<file path="config.mk">
export PLATFORM = sky130hd
export DESIGN_NAME = inactivity_alert_sequencer_flat
export DESIGN_NICKNAME = d
export VERILOG_FILES = /design/src/rtl/core/ias_pkg.sv /design/src/rtl/core/ias_if.sv /design/src/rtl/core/ias_cfg.sv /design/src/rtl/core/inactivity_alert_sequencer.sv /design/src/flat_wrapper.sv
export SDC_FILE = /design/constraint.sdc
export NUM_CORES = 1
export LEC_CHECK = 0
export ABC_AREA = 0
export BUFFER_PORTS_ARGS = -buffer_cell sky130_fd_sc_hd__buf_4
export CORE_ASPECT_RATIO = 0.6
export CORE_MARGIN = 2
export CORE_UTILIZATION = 55
export CTS_BUF_LIST = sky130_fd_sc_hd__clkbuf_4
export DETAILED_ROUTE_END_ITERATION = 6
export PLACE_DENSITY = 0.76
export SYNTH_ARGS = -nofsm -noshare
export SYNTH_HDL_FRONTEND = slang
export SYNTH_SLANG_ARGS = --single-unit
</file>
<file path="constraint.sdc">
create_clock -name i_clk -period 8.9 [get_ports i_clk]
set_clock_uncertainty 0.2 [all_clocks]
set_input_delay 0.89 -clock i_clk [delete_from_list [all_inputs] [get_ports i_clk]]
set_output_delay 0.89 -clock i_clk [all_outputs]
set_load 0.01 [all_outputs]
</file>
<file path="src/rtl/core/ias_pkg.sv">
// Package with shared types, constants and helper functions for the inactivity alert sequencer.
package ias_pkg;

    localparam int COUNT_WIDTH = 16;
    localparam int TICK_WIDTH  = 16;
    localparam int CMP_WIDTH   = (COUNT_WIDTH > TICK_WIDTH) ? COUNT_WIDTH : TICK_WIDTH;
    localparam int PCT_WIDTH   = 7;
    localparam int CODE_WIDTH  = 3;
    localparam int ADDR_WIDTH  = 4;
    localparam int DATA_WIDTH  = 32;

    localparam logic [PCT_WIDTH-1:0] PCT_MAX = PCT_WIDTH'(100);

    localparam logic [TICK_WIDTH-1:0] PHASE_TICKS_RST  = TICK_WIDTH'(10000);
    localparam logic [TICK_WIDTH-1:0] BLINK_TICKS_RST  = TICK_WIDTH'(500);
    localparam logic [PCT_WIDTH-1:0]  BRIGHT_LEVEL_RST = PCT_WIDTH'(100);
    localparam logic [PCT_WIDTH-1:0]  DIM_LEVEL_RST    = PCT_WIDTH'(20);

    localparam logic [1:0] REG_PHASE_TICKS  = 2'd0;
    localparam logic [1:0] REG_BLINK_TICKS  = 2'd1;
    localparam logic [1:0] REG_BRIGHT_LEVEL = 2'd2;
    localparam logic [1:0] REG_DIM_LEVEL    = 2'd3;

    localparam logic REQ_TICK = 1'b0;
    localparam logic REQ_SET  = 1'b1;

    localparam logic [CODE_WIDTH-1:0] CODE_OFF    = 3'd0;
    localparam logic [CODE_WIDTH-1:0] CODE_ALERT1 = 3'd1;
    localparam logic [CODE_WIDTH-1:0] CODE_BREAK1 = 3'd2;
    localparam logic [CODE_WIDTH-1:0] CODE_ALERT2 = 3'd3;
    localparam logic [CODE_WIDTH-1:0] CODE_BREAK2 = 3'd4;
    localparam logic [CODE_WIDTH-1:0] CODE_ALERT3 = 3'd5;
    localparam logic [CODE_WIDTH-1:0] CODE_FINAL  = 3'd6;

    typedef enum logic [6:0] {
        PHASE_OFF    = 7'b0000001,
        PHASE_ALERT1 = 7'b0000010,
        PHASE_BREAK1 = 7'b0000100,
        PHASE_ALERT2 = 7'b0001000,
        PHASE_BREAK2 = 7'b0010000,
        PHASE_ALERT3 = 7'b0100000,
        PHASE_FINAL  = 7'b1000000
    } t_phase;

    typedef struct packed {
        logic [TICK_WIDTH-1:0] phase_ticks;
        logic [TICK_WIDTH-1:0] blink_ticks;
        logic [PCT_WIDTH-1:0]  bright_level;
        logic [PCT_WIDTH-1:0]  dim_level;
    } t_cfg;

    function automatic logic [COUNT_WIDTH-1:0] sat_inc(input logic [COUNT_WIDTH-1:0] v);
        return (&v) ? v : v + COUNT_WIDTH'(1);
    endfunction

    function automatic logic [PCT_WIDTH-1:0] clamp_pct(input logic [PCT_WIDTH-1:0] v);
        return (v > PCT_MAX) ? PCT_MAX : v;
    endfunction

    function automatic logic is_alert(input t_phase p);
        return (p == PHASE_ALERT1) || (p == PHASE_ALERT2) || (p == PHASE_ALERT3);
    endfunction

    function automatic t_phase next_phase(input t_phase p);
        t_phase n;
        unique case (p)
            PHASE_ALERT1: n = PHASE_BREAK1;
            PHASE_BREAK1: n = PHASE_ALERT2;
            PHASE_ALERT2: n = PHASE_BREAK2;
            PHASE_BREAK2: n = PHASE_ALERT3;
            default:      n = PHASE_FINAL;
        endcase
        return n;
    endfunction

    function automatic logic [CODE_WIDTH-1:0] phase_code(input t_phase p);
        logic [CODE_WIDTH-1:0] c;
        unique case (p)
            PHASE_ALERT1: c = CODE_ALERT1;
            PHASE_BREAK1: c = CODE_BREAK1;
            PHASE_ALERT2: c = CODE_ALERT2;
            PHASE_BREAK2: c = CODE_BREAK2;
            PHASE_ALERT3: c = CODE_ALERT3;
            PHASE_FINAL:  c = CODE_FINAL;
            default:      c = CODE_OFF;
        endcase
        return c;
    endfunction

endpackage

</file>
<file path="src/rtl/core/ias_if.sv">
// Handshake interfaces for the request and result channels.
interface ias_in_if;
    logic valid;
    logic ready;
    logic req_type;
    logic want_active;

    modport source(output valid, output req_type, output want_active, input ready);
    modport sink(input valid, input req_type, input want_active, output ready);
endinterface

interface ias_out_if;
    logic       valid;
    logic       ready;
    logic [2:0] phase;
    logic [6:0] backlight_pct;
    logic       unmute;
    logic       beep_start;
    logic       overlay_visible;
    logic       sleep_request;

    modport source(output valid, output phase, output backlight_pct, output unmute,
                   output beep_start, output overlay_visible, output sleep_request,
                   input ready);
    modport sink(input valid, input phase, input backlight_pct, input unmute,
                 input beep_start, input overlay_visible, input sleep_request,
                 output ready);
endinterface

</file>
<file path="src/rtl/core/ias_cfg.sv">
// APB configuration register file for the inactivity alert sequencer.
module ias_cfg (
    input  logic                         i_clk,
    input  logic                         i_rst_n,
    input  logic                         psel,
    input  logic                         penable,
    input  logic                         pwrite,
    input  logic [ias_pkg::ADDR_WIDTH-1:0] paddr,
    input  logic [ias_pkg::DATA_WIDTH-1:0] pwdata,
    output logic [ias_pkg::DATA_WIDTH-1:0] prdata,
    output logic                         pready,
    output ias_pkg::t_cfg                o_cfg
);
    import ias_pkg::*;

    t_cfg       r_cfg;
    logic [1:0] reg_idx;
    logic       wr_en;

    assign pready  = 1'b1;
    assign reg_idx = paddr[3:2];
    assign wr_en   = psel && penable && pwrite && pready;
    assign o_cfg   = r_cfg;

    always_ff @(posedge i_clk) begin
        if (!i_rst_n) begin
            r_cfg.phase_ticks  <= PHASE_TICKS_RST;
            r_cfg.blink_ticks  <= BLINK_TICKS_RST;
            r_cfg.bright_level <= BRIGHT_LEVEL_RST;
            r_cfg.dim_level    <= DIM_LEVEL_RST;
        end else if (wr_en) begin
            unique case (reg_idx)
                REG_PHASE_TICKS:  r_cfg.phase_ticks  <= pwdata[TICK_WIDTH-1:0];
                REG_BLINK_TICKS:  r_cfg.blink_ticks  <= pwdata[TICK_WIDTH-1:0];
                REG_BRIGHT_LEVEL: r_cfg.bright_level <= pwdata[PCT_WIDTH-1:0];
                REG_DIM_LEVEL:    r_cfg.dim_level    <= pwdata[PCT_WIDTH-1:0];
                default: ;
            endcase
        end
    end

    always_comb begin
        unique case (reg_idx)
            REG_PHASE_TICKS:  prdata = DATA_WIDTH'(r_cfg.phase_ticks);
            REG_BLINK_TICKS:  prdata = DATA_WIDTH'(r_cfg.blink_ticks);
            REG_BRIGHT_LEVEL: prdata = DATA_WIDTH'(r_cfg.bright_level);
            REG_DIM_LEVEL:    prdata = DATA_WIDTH'(r_cfg.dim_level);
            default:          prdata = '0;
        endcase
    end

endmodule

</file>
<file path="src/rtl/core/inactivity_alert_sequencer.sv">
// Top level of the inactivity alert sequencer.
// An accepted item passes through the input register and then the result register.
// Throughput: one item per cycle while the result channel is not stalled; the state register update sets this figure.
// While a result waits, the input register takes one more item and then holds the input.
// Reset is synchronous and active low; it returns the sequencer to off and the registers
// to their defaults.
module inactivity_alert_sequencer (
    input  logic                           i_clk,
    input  logic                           i_rst_n,
    ias_in_if.sink                         i_in,
    ias_out_if.source                      o_out,
    input  logic                           psel,
    input  logic                           penable,
    input  logic                           pwrite,
    input  logic [ias_pkg::ADDR_WIDTH-1:0] paddr,
    input  logic [ias_pkg::DATA_WIDTH-1:0] pwdata,
    output logic [ias_pkg::DATA_WIDTH-1:0] prdata,
    output logic                           pready
);
    import ias_pkg::*;

    t_cfg cfg;

    ias_cfg u_cfg (
        .i_clk   (i_clk),
        .i_rst_n (i_rst_n),
        .psel    (psel),
        .penable (penable),
        .pwrite  (pwrite),
        .paddr   (paddr),
        .pwdata  (pwdata),
        .prdata  (prdata),
        .pready  (pready),
        .o_cfg   (cfg)
    );

    logic r_in_valid;
    logic r_in_req_type;
    logic r_in_want;
    logic adv_out;
    logic fire;

    logic                   r_active, n_active;
    t_phase                 r_phase, n_phase;
    logic [COUNT_WIDTH-1:0] r_phase_count, n_phase_count;
    logic [COUNT_WIDTH-1:0] r_blink_count, n_blink_count;
    logic                   r_blink_armed, n_blink_armed;
    logic                   r_blink_lit, n_blink_lit;
    logic [PCT_WIDTH-1:0]   r_level, n_level;
    logic                   r_unmute, n_unmute;
    logic                   n_beep;
    logic                   n_sleep;

    logic                   r_out_valid;
    logic [CODE_WIDTH-1:0]  r_res_phase;
    logic [PCT_WIDTH-1:0]   r_res_level;
    logic                   r_res_unmute;
    logic                   r_res_beep;
    logic                   r_res_overlay;
    logic                   r_res_sleep;

    logic [TICK_WIDTH-1:0]  period;
    logic [COUNT_WIDTH-1:0] pc_inc;
    logic [COUNT_WIDTH-1:0] bc_inc;
    logic                   blink_toggle;

    assign adv_out    = !r_out_valid || o_out.ready;
    assign fire       = r_in_valid && adv_out;
    assign i_in.ready = !r_in_valid || adv_out;
    assign period     = (cfg.phase_ticks == '0) ? TICK_WIDTH'(1) : cfg.phase_ticks;

    always_comb begin
        n_active      = r_active;
        n_phase       = r_phase;
        n_phase_count = r_phase_count;
        n_blink_count = r_blink_count;
        n_blink_armed = r_blink_armed;
        n_blink_lit   = r_blink_lit;
        n_level       = r_level;
        n_unmute      = r_unmute;
        n_beep        = 1'b0;
        n_sleep       = 1'b0;
        pc_inc        = sat_inc(r_phase_count);
        bc_inc        = '0;
        blink_toggle  = 1'b0;

        if (r_in_req_type == REQ_SET) begin
            if (r_in_want != r_active) begin
                n_active      = r_in_want;
                n_phase       = r_in_want ? PHASE_ALERT1 : PHASE_OFF;
                n_phase_count = '0;
                n_blink_count = '0;
                n_blink_armed = 1'b0;
                n_blink_lit   = 1'b0;
                n_level       = r_in_want ? clamp_pct(cfg.dim_level)
                                          : clamp_pct(cfg.bright_level);
                n_unmute      = 1'b0;
            end
        end else if (r_active && r_phase != PHASE_OFF && r_phase != PHASE_FINAL) begin
            n_phase_count = pc_inc;
            if (CMP_WIDTH'(pc_inc) >= CMP_WIDTH'(period)) begin
                n_phase       = next_phase(r_phase);
                n_phase_count = '0;
                n_blink_count = '0;
                n_blink_armed = 1'b0;
                n_blink_lit   = 1'b0;
                n_level       = is_alert(n_phase) ? clamp_pct(cfg.dim_level)
                                                  : clamp_pct(cfg.bright_level);
                n_unmute      = 1'b0;
                n_sleep       = (n_phase == PHASE_FINAL);
            end
            if (is_alert(n_phase)) begin
                blink_toggle = 1'b1;
                if (n_blink_armed) begin
                    bc_inc        = sat_inc(n_blink_count);
                    n_blink_count = bc_inc;
                    blink_toggle  = CMP_WIDTH'(bc_inc) >= CMP_WIDTH'(cfg.blink_ticks);
                end
                if (blink_toggle) begin
                    n_blink_armed = 1'b1;
                    n_blink_count = '0;
                    n_blink_lit   = !n_blink_lit;
                    n_level       = n_blink_lit ? clamp_pct(cfg.bright_level)
                                                : clamp_pct(cfg.dim_level);
                    n_unmute      = n_blink_lit;
                    n_beep        = n_blink_lit;
                end
            end
        end
    end

    always_ff @(posedge i_clk) begin
        if (!i_rst_n) begin
            r_in_valid <= 1'b0;
        end else if (i_in.ready) begin
            r_in_valid <= i_in.valid;
        end
    end

    always_ff @(posedge i_clk) begin
        if (i_in.valid && i_in.ready) begin
            r_in_req_type <= i_in.req_type;
            r_in_want     <= i_in.want_active;
        end
    end

    always_ff @(posedge i_clk) begin
        if (!i_rst_n) begin
            r_active      <= 1'b0;
            r_phase       <= PHASE_OFF;
            r_phase_count <= '0;
            r_blink_count <= '0;
            r_blink_armed <= 1'b0;
            r_blink_lit   <= 1'b0;
            r_level       <= BRIGHT_LEVEL_RST;
            r_unmute      <= 1'b0;
        end else if (fire) begin
            r_active      <= n_active;
            r_phase       <= n_phase;
            r_phase_count <= n_phase_count;
            r_blink_count <= n_blink_count;
            r_blink_armed <= n_blink_armed;
            r_blink_lit   <= n_blink_lit;
            r_level       <= n_level;
            r_unmute      <= n_unmute;
        end
    end

    always_ff @(posedge i_clk) begin
        if (!i_rst_n) begin
            r_out_valid <= 1'b0;
        end else if (adv_out) begin
            r_out_valid <= r_in_valid;
        end
    end

    always_ff @(posedge i_clk) begin
        if (fire) begin
            r_res_phase   <= phase_code(n_phase);
            r_res_level   <= n_level;
            r_res_unmute  <= n_unmute;
            r_res_beep    <= n_beep;
            r_res_overlay <= n_active && is_alert(n_phase);
            r_res_sleep   <= n_sleep;
        end
    end

    assign o_out.valid           = r_out_valid;
    assign o_out.phase           = r_res_phase;
    assign o_out.backlight_pct   = r_res_level;
    assign o_out.unmute          = r_res_unmute;
    assign o_out.beep_start      = r_res_beep;
    assign o_out.overlay_visible = r_res_overlay;
    assign o_out.sleep_request   = r_res_sleep;

endmodule
</file>
<file path="src/flat_wrapper.sv">
// flat-port wrapper written by rule: the top's interface ports become plain ports
module inactivity_alert_sequencer_flat import ias_pkg::*;
  (i_clk, i_rst_n, psel, penable, pwrite, paddr, pwdata, prdata, pready, i_in_valid, i_in_req_type, i_in_want_active, i_in_ready, o_out_valid, o_out_phase, o_out_backlight_pct, o_out_unmute, o_out_beep_start, o_out_overlay_visible, o_out_sleep_request, o_out_ready);
  ias_in_if i_in_i ();
  ias_out_if o_out_i ();
  input  logic i_clk;
  input  logic i_rst_n;
  input  logic psel;
  input  logic penable;
  input  logic pwrite;
  input  logic [ias_pkg::ADDR_WIDTH-1:0] paddr;
  input  logic [ias_pkg::DATA_WIDTH-1:0] pwdata;
  output logic [ias_pkg::DATA_WIDTH-1:0] prdata;
  output logic pready;
  input wire logic [$bits(i_in_i.valid)-1:0] i_in_valid;
  input wire logic [$bits(i_in_i.req_type)-1:0] i_in_req_type;
  input wire logic [$bits(i_in_i.want_active)-1:0] i_in_want_active;
  output wire logic [$bits(i_in_i.ready)-1:0] i_in_ready;
  output wire logic [$bits(o_out_i.valid)-1:0] o_out_valid;
  output wire logic [$bits(o_out_i.phase)-1:0] o_out_phase;
  output wire logic [$bits(o_out_i.backlight_pct)-1:0] o_out_backlight_pct;
  output wire logic [$bits(o_out_i.unmute)-1:0] o_out_unmute;
  output wire logic [$bits(o_out_i.beep_start)-1:0] o_out_beep_start;
  output wire logic [$bits(o_out_i.overlay_visible)-1:0] o_out_overlay_visible;
  output wire logic [$bits(o_out_i.sleep_request)-1:0] o_out_sleep_request;
  input wire logic [$bits(o_out_i.ready)-1:0] o_out_ready;
  assign i_in_i.valid = i_in_valid;
  assign i_in_i.req_type = i_in_req_type;
  assign i_in_i.want_active = i_in_want_active;
  assign i_in_ready = i_in_i.ready;
  assign o_out_valid = o_out_i.valid;
  assign o_out_phase = o_out_i.phase;
  assign o_out_backlight_pct = o_out_i.backlight_pct;
  assign o_out_unmute = o_out_i.unmute;
  assign o_out_beep_start = o_out_i.beep_start;
  assign o_out_overlay_visible = o_out_i.overlay_visible;
  assign o_out_sleep_request = o_out_i.sleep_request;
  assign o_out_i.ready = o_out_ready;
  inactivity_alert_sequencer u_core (.i_clk(i_clk), .i_rst_n(i_rst_n), .i_in(i_in_i), .o_out(o_out_i), .psel(psel), .penable(penable), .pwrite(pwrite), .paddr(paddr), .pwdata(pwdata), .prdata(prdata), .pready(pready));
endmodule
</file>
==> reports/results.env <==
SYNTH_TOP_FAMILY_BY_AREA='simple AND/OR/NAND/NOR gates'
FINAL_WIRELENGTH_UM=22460
WORST_FLOP_TO_FLOP_PATH_STARTPOINT='u_core.r_phase_count[4]'
FINAL.PERIOD_UTILIZATION_PCT=92.65
FLOORPLAN.INITIALDENSITY_PCT=56.33
NUMBER_OF_ANTENNA_VIOLATIONS_AT_THE_FIRST_CHECK_IN_GLOBAL_ROUTING=0
CLOCK_POWER_SHARE_PCT=40.5
SEQUENTIALPOWERSHARE_PCT=50.4
DESIGN_POWER_mW=1.080
HP-CLASS='register to register'
HOLDCRITSTARTPOINT='u_core.u_cfg.o_cfg[25]'
FLOORPLAN.CORE_AREA_UM2=13670
CTSHTREEMAXLEVEL=4
DOMINANTREGCELLSYNTH='dfxtp_1'
GRT_SETUP_UNREPAIRED='false'
SYN-MEAN-INSTANCE-AREA_UM2=8.199
GLOBAL_ROUTE_WIRE_LENGTH_BEFORE_REPAIR_UM=35520
CLOCK_INSERTION_DELAY_WORST_SKEW_NS=0.56
CTSLONGESTPATHBUFFERS=2
DRV_SLEW=0
OUTCOME='complete, no violations'
CTSHOLDBUFFERS=0
FINAL-SETUP-VIOL-COUNT=0
P_LEAK_nW=3.323
DESIGN_AREA_UM2=8466
ACHIEVABLE-FREQUENCY_MHz=121.3
COMB_POWER_SHARE_PCT=9.1
WORST-SETUP-PATH-TYPE='register to register'
DIEWIDTH_UM=156.7
CTS_POST_SETUP_BUFFERS_INSERTED=0
DIE_OUTLINE_AREA_UM2=14990
POWER.DENSITY_nW_PER_UM2=127.6
PLACE_WORST_SETUP_SLACK_NS=1.066
LAYOUT.CELLS.MOST_COMMON='nand2_1'
CTS.CLK_SLEW.WORST_PATHS_NS=0.13
TIMING.HOLD.WS_NS=0.2857
IR_WORST_VDD_uV=78.01
PLACED_AREA_UM2=8140
WORST-ENDPOINT-ARRIVAL_NS=8.32
PORT_BUFFERS=58
PLACE_CONGESTION=0.9281
WORST_PIN_SLEW_NS=1.220
CTS_MADE_BUFFERS=17
TRITONCTS='yes'
OVERFLOW=0
SYNTH_TOP_CELLS_BY_AREA='dfxtp_1 25%, nand2_1 6.3%, edfxtp_1 6.2%, ha_1 5.5%, nor2_1 4.8%'
FINAL-HOLD-VIOLATION-COUNT=0
ASYNC_RESET_FF_SHARE_PCT=0
GRT_MAX_DEGREE=60
LIBRARY_CELLS_USED_BY_SYNTHESIS=88
CLK_ROOT_BUFFER_CELL='clkbuf_4'
GRT_PASS1_VIAS=6448
SYNTH_LARGEST_AREA_CELL='dfxtp_1'
PLACEMENTROWS=33
NETLIST.AREA_LEADER.SHARE_PCT=25.48
INITIALDRTVIOLATIONCOUNT=967
CTS-RESIZED-GATES=0
HOLD_PATH_DEPTH=2
VIA_COUNT=7367
AREA_DELTA_SYNTH_FINAL_PCT=9.963
INTERNAL_POWER_mW=0.7717
SYNTH.YOSYS.WARNINGS=0
YS_FF_LATCH=114
POST_ROUTE_DRC=0
STARTPOINT_TYPE='register'
DRT-WIRELENGTH-PER-CELL_UM=19.06
POWER.SWITCHING_mW=0.3084
HPWL_UM=16140
IOPINCOUNT=94
HOLD-PATH-ENDPOINT='u_core.u_cfg.o_cfg[25]'
MOSTFREQUENTLAYOUTCELLS='130 x nand2_1, 98 x nor2_1, 98 x dfxtp_1'
MAPPEDNETLISTAREA_UM2=7699
POSTSYNTHCELLCOUNT=939
WORST_R2R_ENDPOINT='u_core.o_out.backlight_pct[0]'
TIMING.FINAL.CRIT_PERIOD_NS=8.246
SYNTH_COMPOUND_AREA_SHARE_PCT=22.12
POST_SYNTH_XOR_AREA_FRACTION_PCT=3.185
NETS=1052
SYNTHMUXAREASHARE_PCT=6.598
DRT-VIAS-PER-INSTANCE=6.254
NUMBER_OF_FLOPS_MAPPED_TO_ENABLE_CELLS_BY_YOSYS=16
CTS.SINK_COUNT=114
CRITICAL_PATH.ENDPOINT_TYPE='register'
REQUIRED_NS=8.97
RELATIVE_MAX_TRANSITION_MARGIN_PCT=18.61
DETAILEDROUTE.FIRSTPASSITERATIONCOUNT=6
DIE_HEIGHT_UM=95.65
SYNTH_FA_HA_AREA_SHARE_PCT=5.526
ANTENNADIODECOUNT=0
FILL_CELLS=1222
GRT_UTIL_ALL_LAYERS_PCT=31.11
ROUTE.ANTENNA.REMAINING_NETS=0
REG2REG_SETUP_SLACK_NS=0.65
FIN_TNS_SETUP_NS=0
DRV.MAX_CAP_VIOLATION_COUNT=0
SWITCHING_SHARE_PCT=28.55
SYNTHSIMPLEGATEAREAFRAC_PCT=24.38
CP_MAX_FO=15
WORST_REG2REG_PATH_LENGTH_IN_CELLS=27
SYNTH_SEQUENTIAL_AREA_RATIO_PCT=31.72
SETUP_WS_NS=0.6539
LAYOUT-DRIVE-GT1-SHARE_PCT=16.23
## worst max path at each step
stage	startpoint	end	cells after the start
detailed placement	u_core.r_phase_count[4]	u_core.r_blink_count[10]	27
finish	u_core.r_phase_count[4]	u_core.o_out.backlight_pct[0]	27
floorplan	u_core.r_phase_count[4]	u_core.o_out.backlight_pct[5]	31
global placement	u_core.r_phase_count[4]	u_core.o_out.backlight_pct[0]	28
CTS	u_core.r_phase_count[4]	u_core.r_blink_count[10]	27
global route	u_core.r_phase_count[4]	u_core.r_blink_count[7]	26
## critical path, cell delays in order, from the launching register on
cell and delay [ns]:
dfxtp_1 0.46, and4_1 0.28, and4_1 0.38, nand4_1 0.34, and3_1 0.32, xor2_1 0.30, ha_1 0.30, a21oi_1 0.15
o21ai_1 0.14, a211o_1 0.39, a21oi_2 0.34, and2_1 0.24, ha_1 0.23, nand3_1 0.18, nor4_4 0.37, nand2_2 0.21
nand2_1 0.13, xor2_1 0.27, nor2_1 0.10, ha_1 0.33, a2111oi_0 0.53, nor3_1 0.13, a211oi_2 0.26, o21ai_2 0.17
a22oi_2 0.69, nor3_1 0.12, a31oi_1 0.22, nand2_1 0.17
## metal layers
layer | part of all wire, % | global-route usage (%)
met1 | 49 | 49.82
met2 | 37 | 39.55
met3 | 14 | 9.045
met4 | 1.1 | 6.881
met5 | 0 | 0
## through the flow
stage	util, %	cells
3_5_place_dp	59.56	1145
3_3_place_gp	59.56	1145
5_1_grt	61.94	1178
4_1_cts	61.86	1177
6_report	61.94	1178
2_1_floorplan	-	954
## sequential cells by signal, summed over array words and instances, names as in the netlist
name and count:
u_core.r_phase_count 16, u_core.o_out.sleep_request 1, u_core.r_in_want 1, u_core.o_out.backlight_pct 7
u_core.r_in_valid 1, u_core.o_out.valid 1, u_core.r_phase 7, u_core.o_out.overlay_visible 1
u_core.r_blink_armed 1, u_core.o_out.unmute 1, u_core.r_blink_lit 1, u_core.r_blink_count 16
u_core.u_cfg.o_cfg 46, u_core.o_out.phase 3, u_core.o_out.beep_start 1, u_core.r_level 7
u_core.r_active 1, u_core.r_unmute 1, u_core.r_in_req_type 1
## synth_stat cells (4+ instances only)
cell / count
nor3_1: 18
a22o_1: 4
a211oi_2: 6
ha_1: 34
nand2_1: 130
and3_1: 12
a22oi_1: 28
nor3_2: 4
a21o_1: 7
o21ai_1: 9
xor2_1: 16
buf_2: 11
a32o_1: 4
nor2b_1: 4
o21ai_0: 41
mux4_2: 7
or3_1: 10
nand2b_1: 8
a211oi_1: 4
mux2i_1: 26
nor2_1: 98
nand3_1: 31
inv_1: 37
buf_4: 19
clkbuf_1: 30
buf_1: 4
o211ai_1: 20
and4_1: 9
mux2_2: 8
a21oi_1: 53
dfxtp_1: 98
a31oi_1: 15
edfxtp_1: 16
and2_1: 11
o22ai_1: 4
nand4_1: 7
xnor2_1: 12
## power by group through the flow
| stage | clock network [mW] | registers, mW | logic, mW |
|---|---|---|---|
| after floorplan | 0 | 0.550 | 0.0649 |
| after global placement | 0 | 0.555 | 0.0942 |
| after detailed placement | 0 | 0.555 | 0.0952 |
| after CTS | 0.439 | 0.543 | 0.0958 |
| after global routing | 0.463 | 0.545 | 0.106 |
| final | 0.438 | 0.544 | 0.0984 |
## cells by family after synthesis
| logic type | after synthesis |
|---|---|
| simple gates | 375 |
| compound gates | 241 |
| flops | 114 |
| buf+inv | 104 |
| mux | 41 |
| fa+ha+maj | 34 |
| xor+xnor | 28 |
| other cells | 2 |
## area by class of cell
| cell class | count | area (um2) | share of cell area, % |
|---|---|---|---|
| tap | 192 | 240.2 | 2.838 |
| clock inverter | 14 | 178.9 | 2.114 |
| multi-input combinational | 736 | 4827 | 57.02 |
| timing repair buffer | 66 | 499.2 | 5.897 |
| inverter | 38 | 142.6 | 1.685 |
| sequential | 114 | 2442 | 28.85 |
| clock buffer | 18 | 135.1 | 1.596 |
Power figures use the tool's default switching activity.
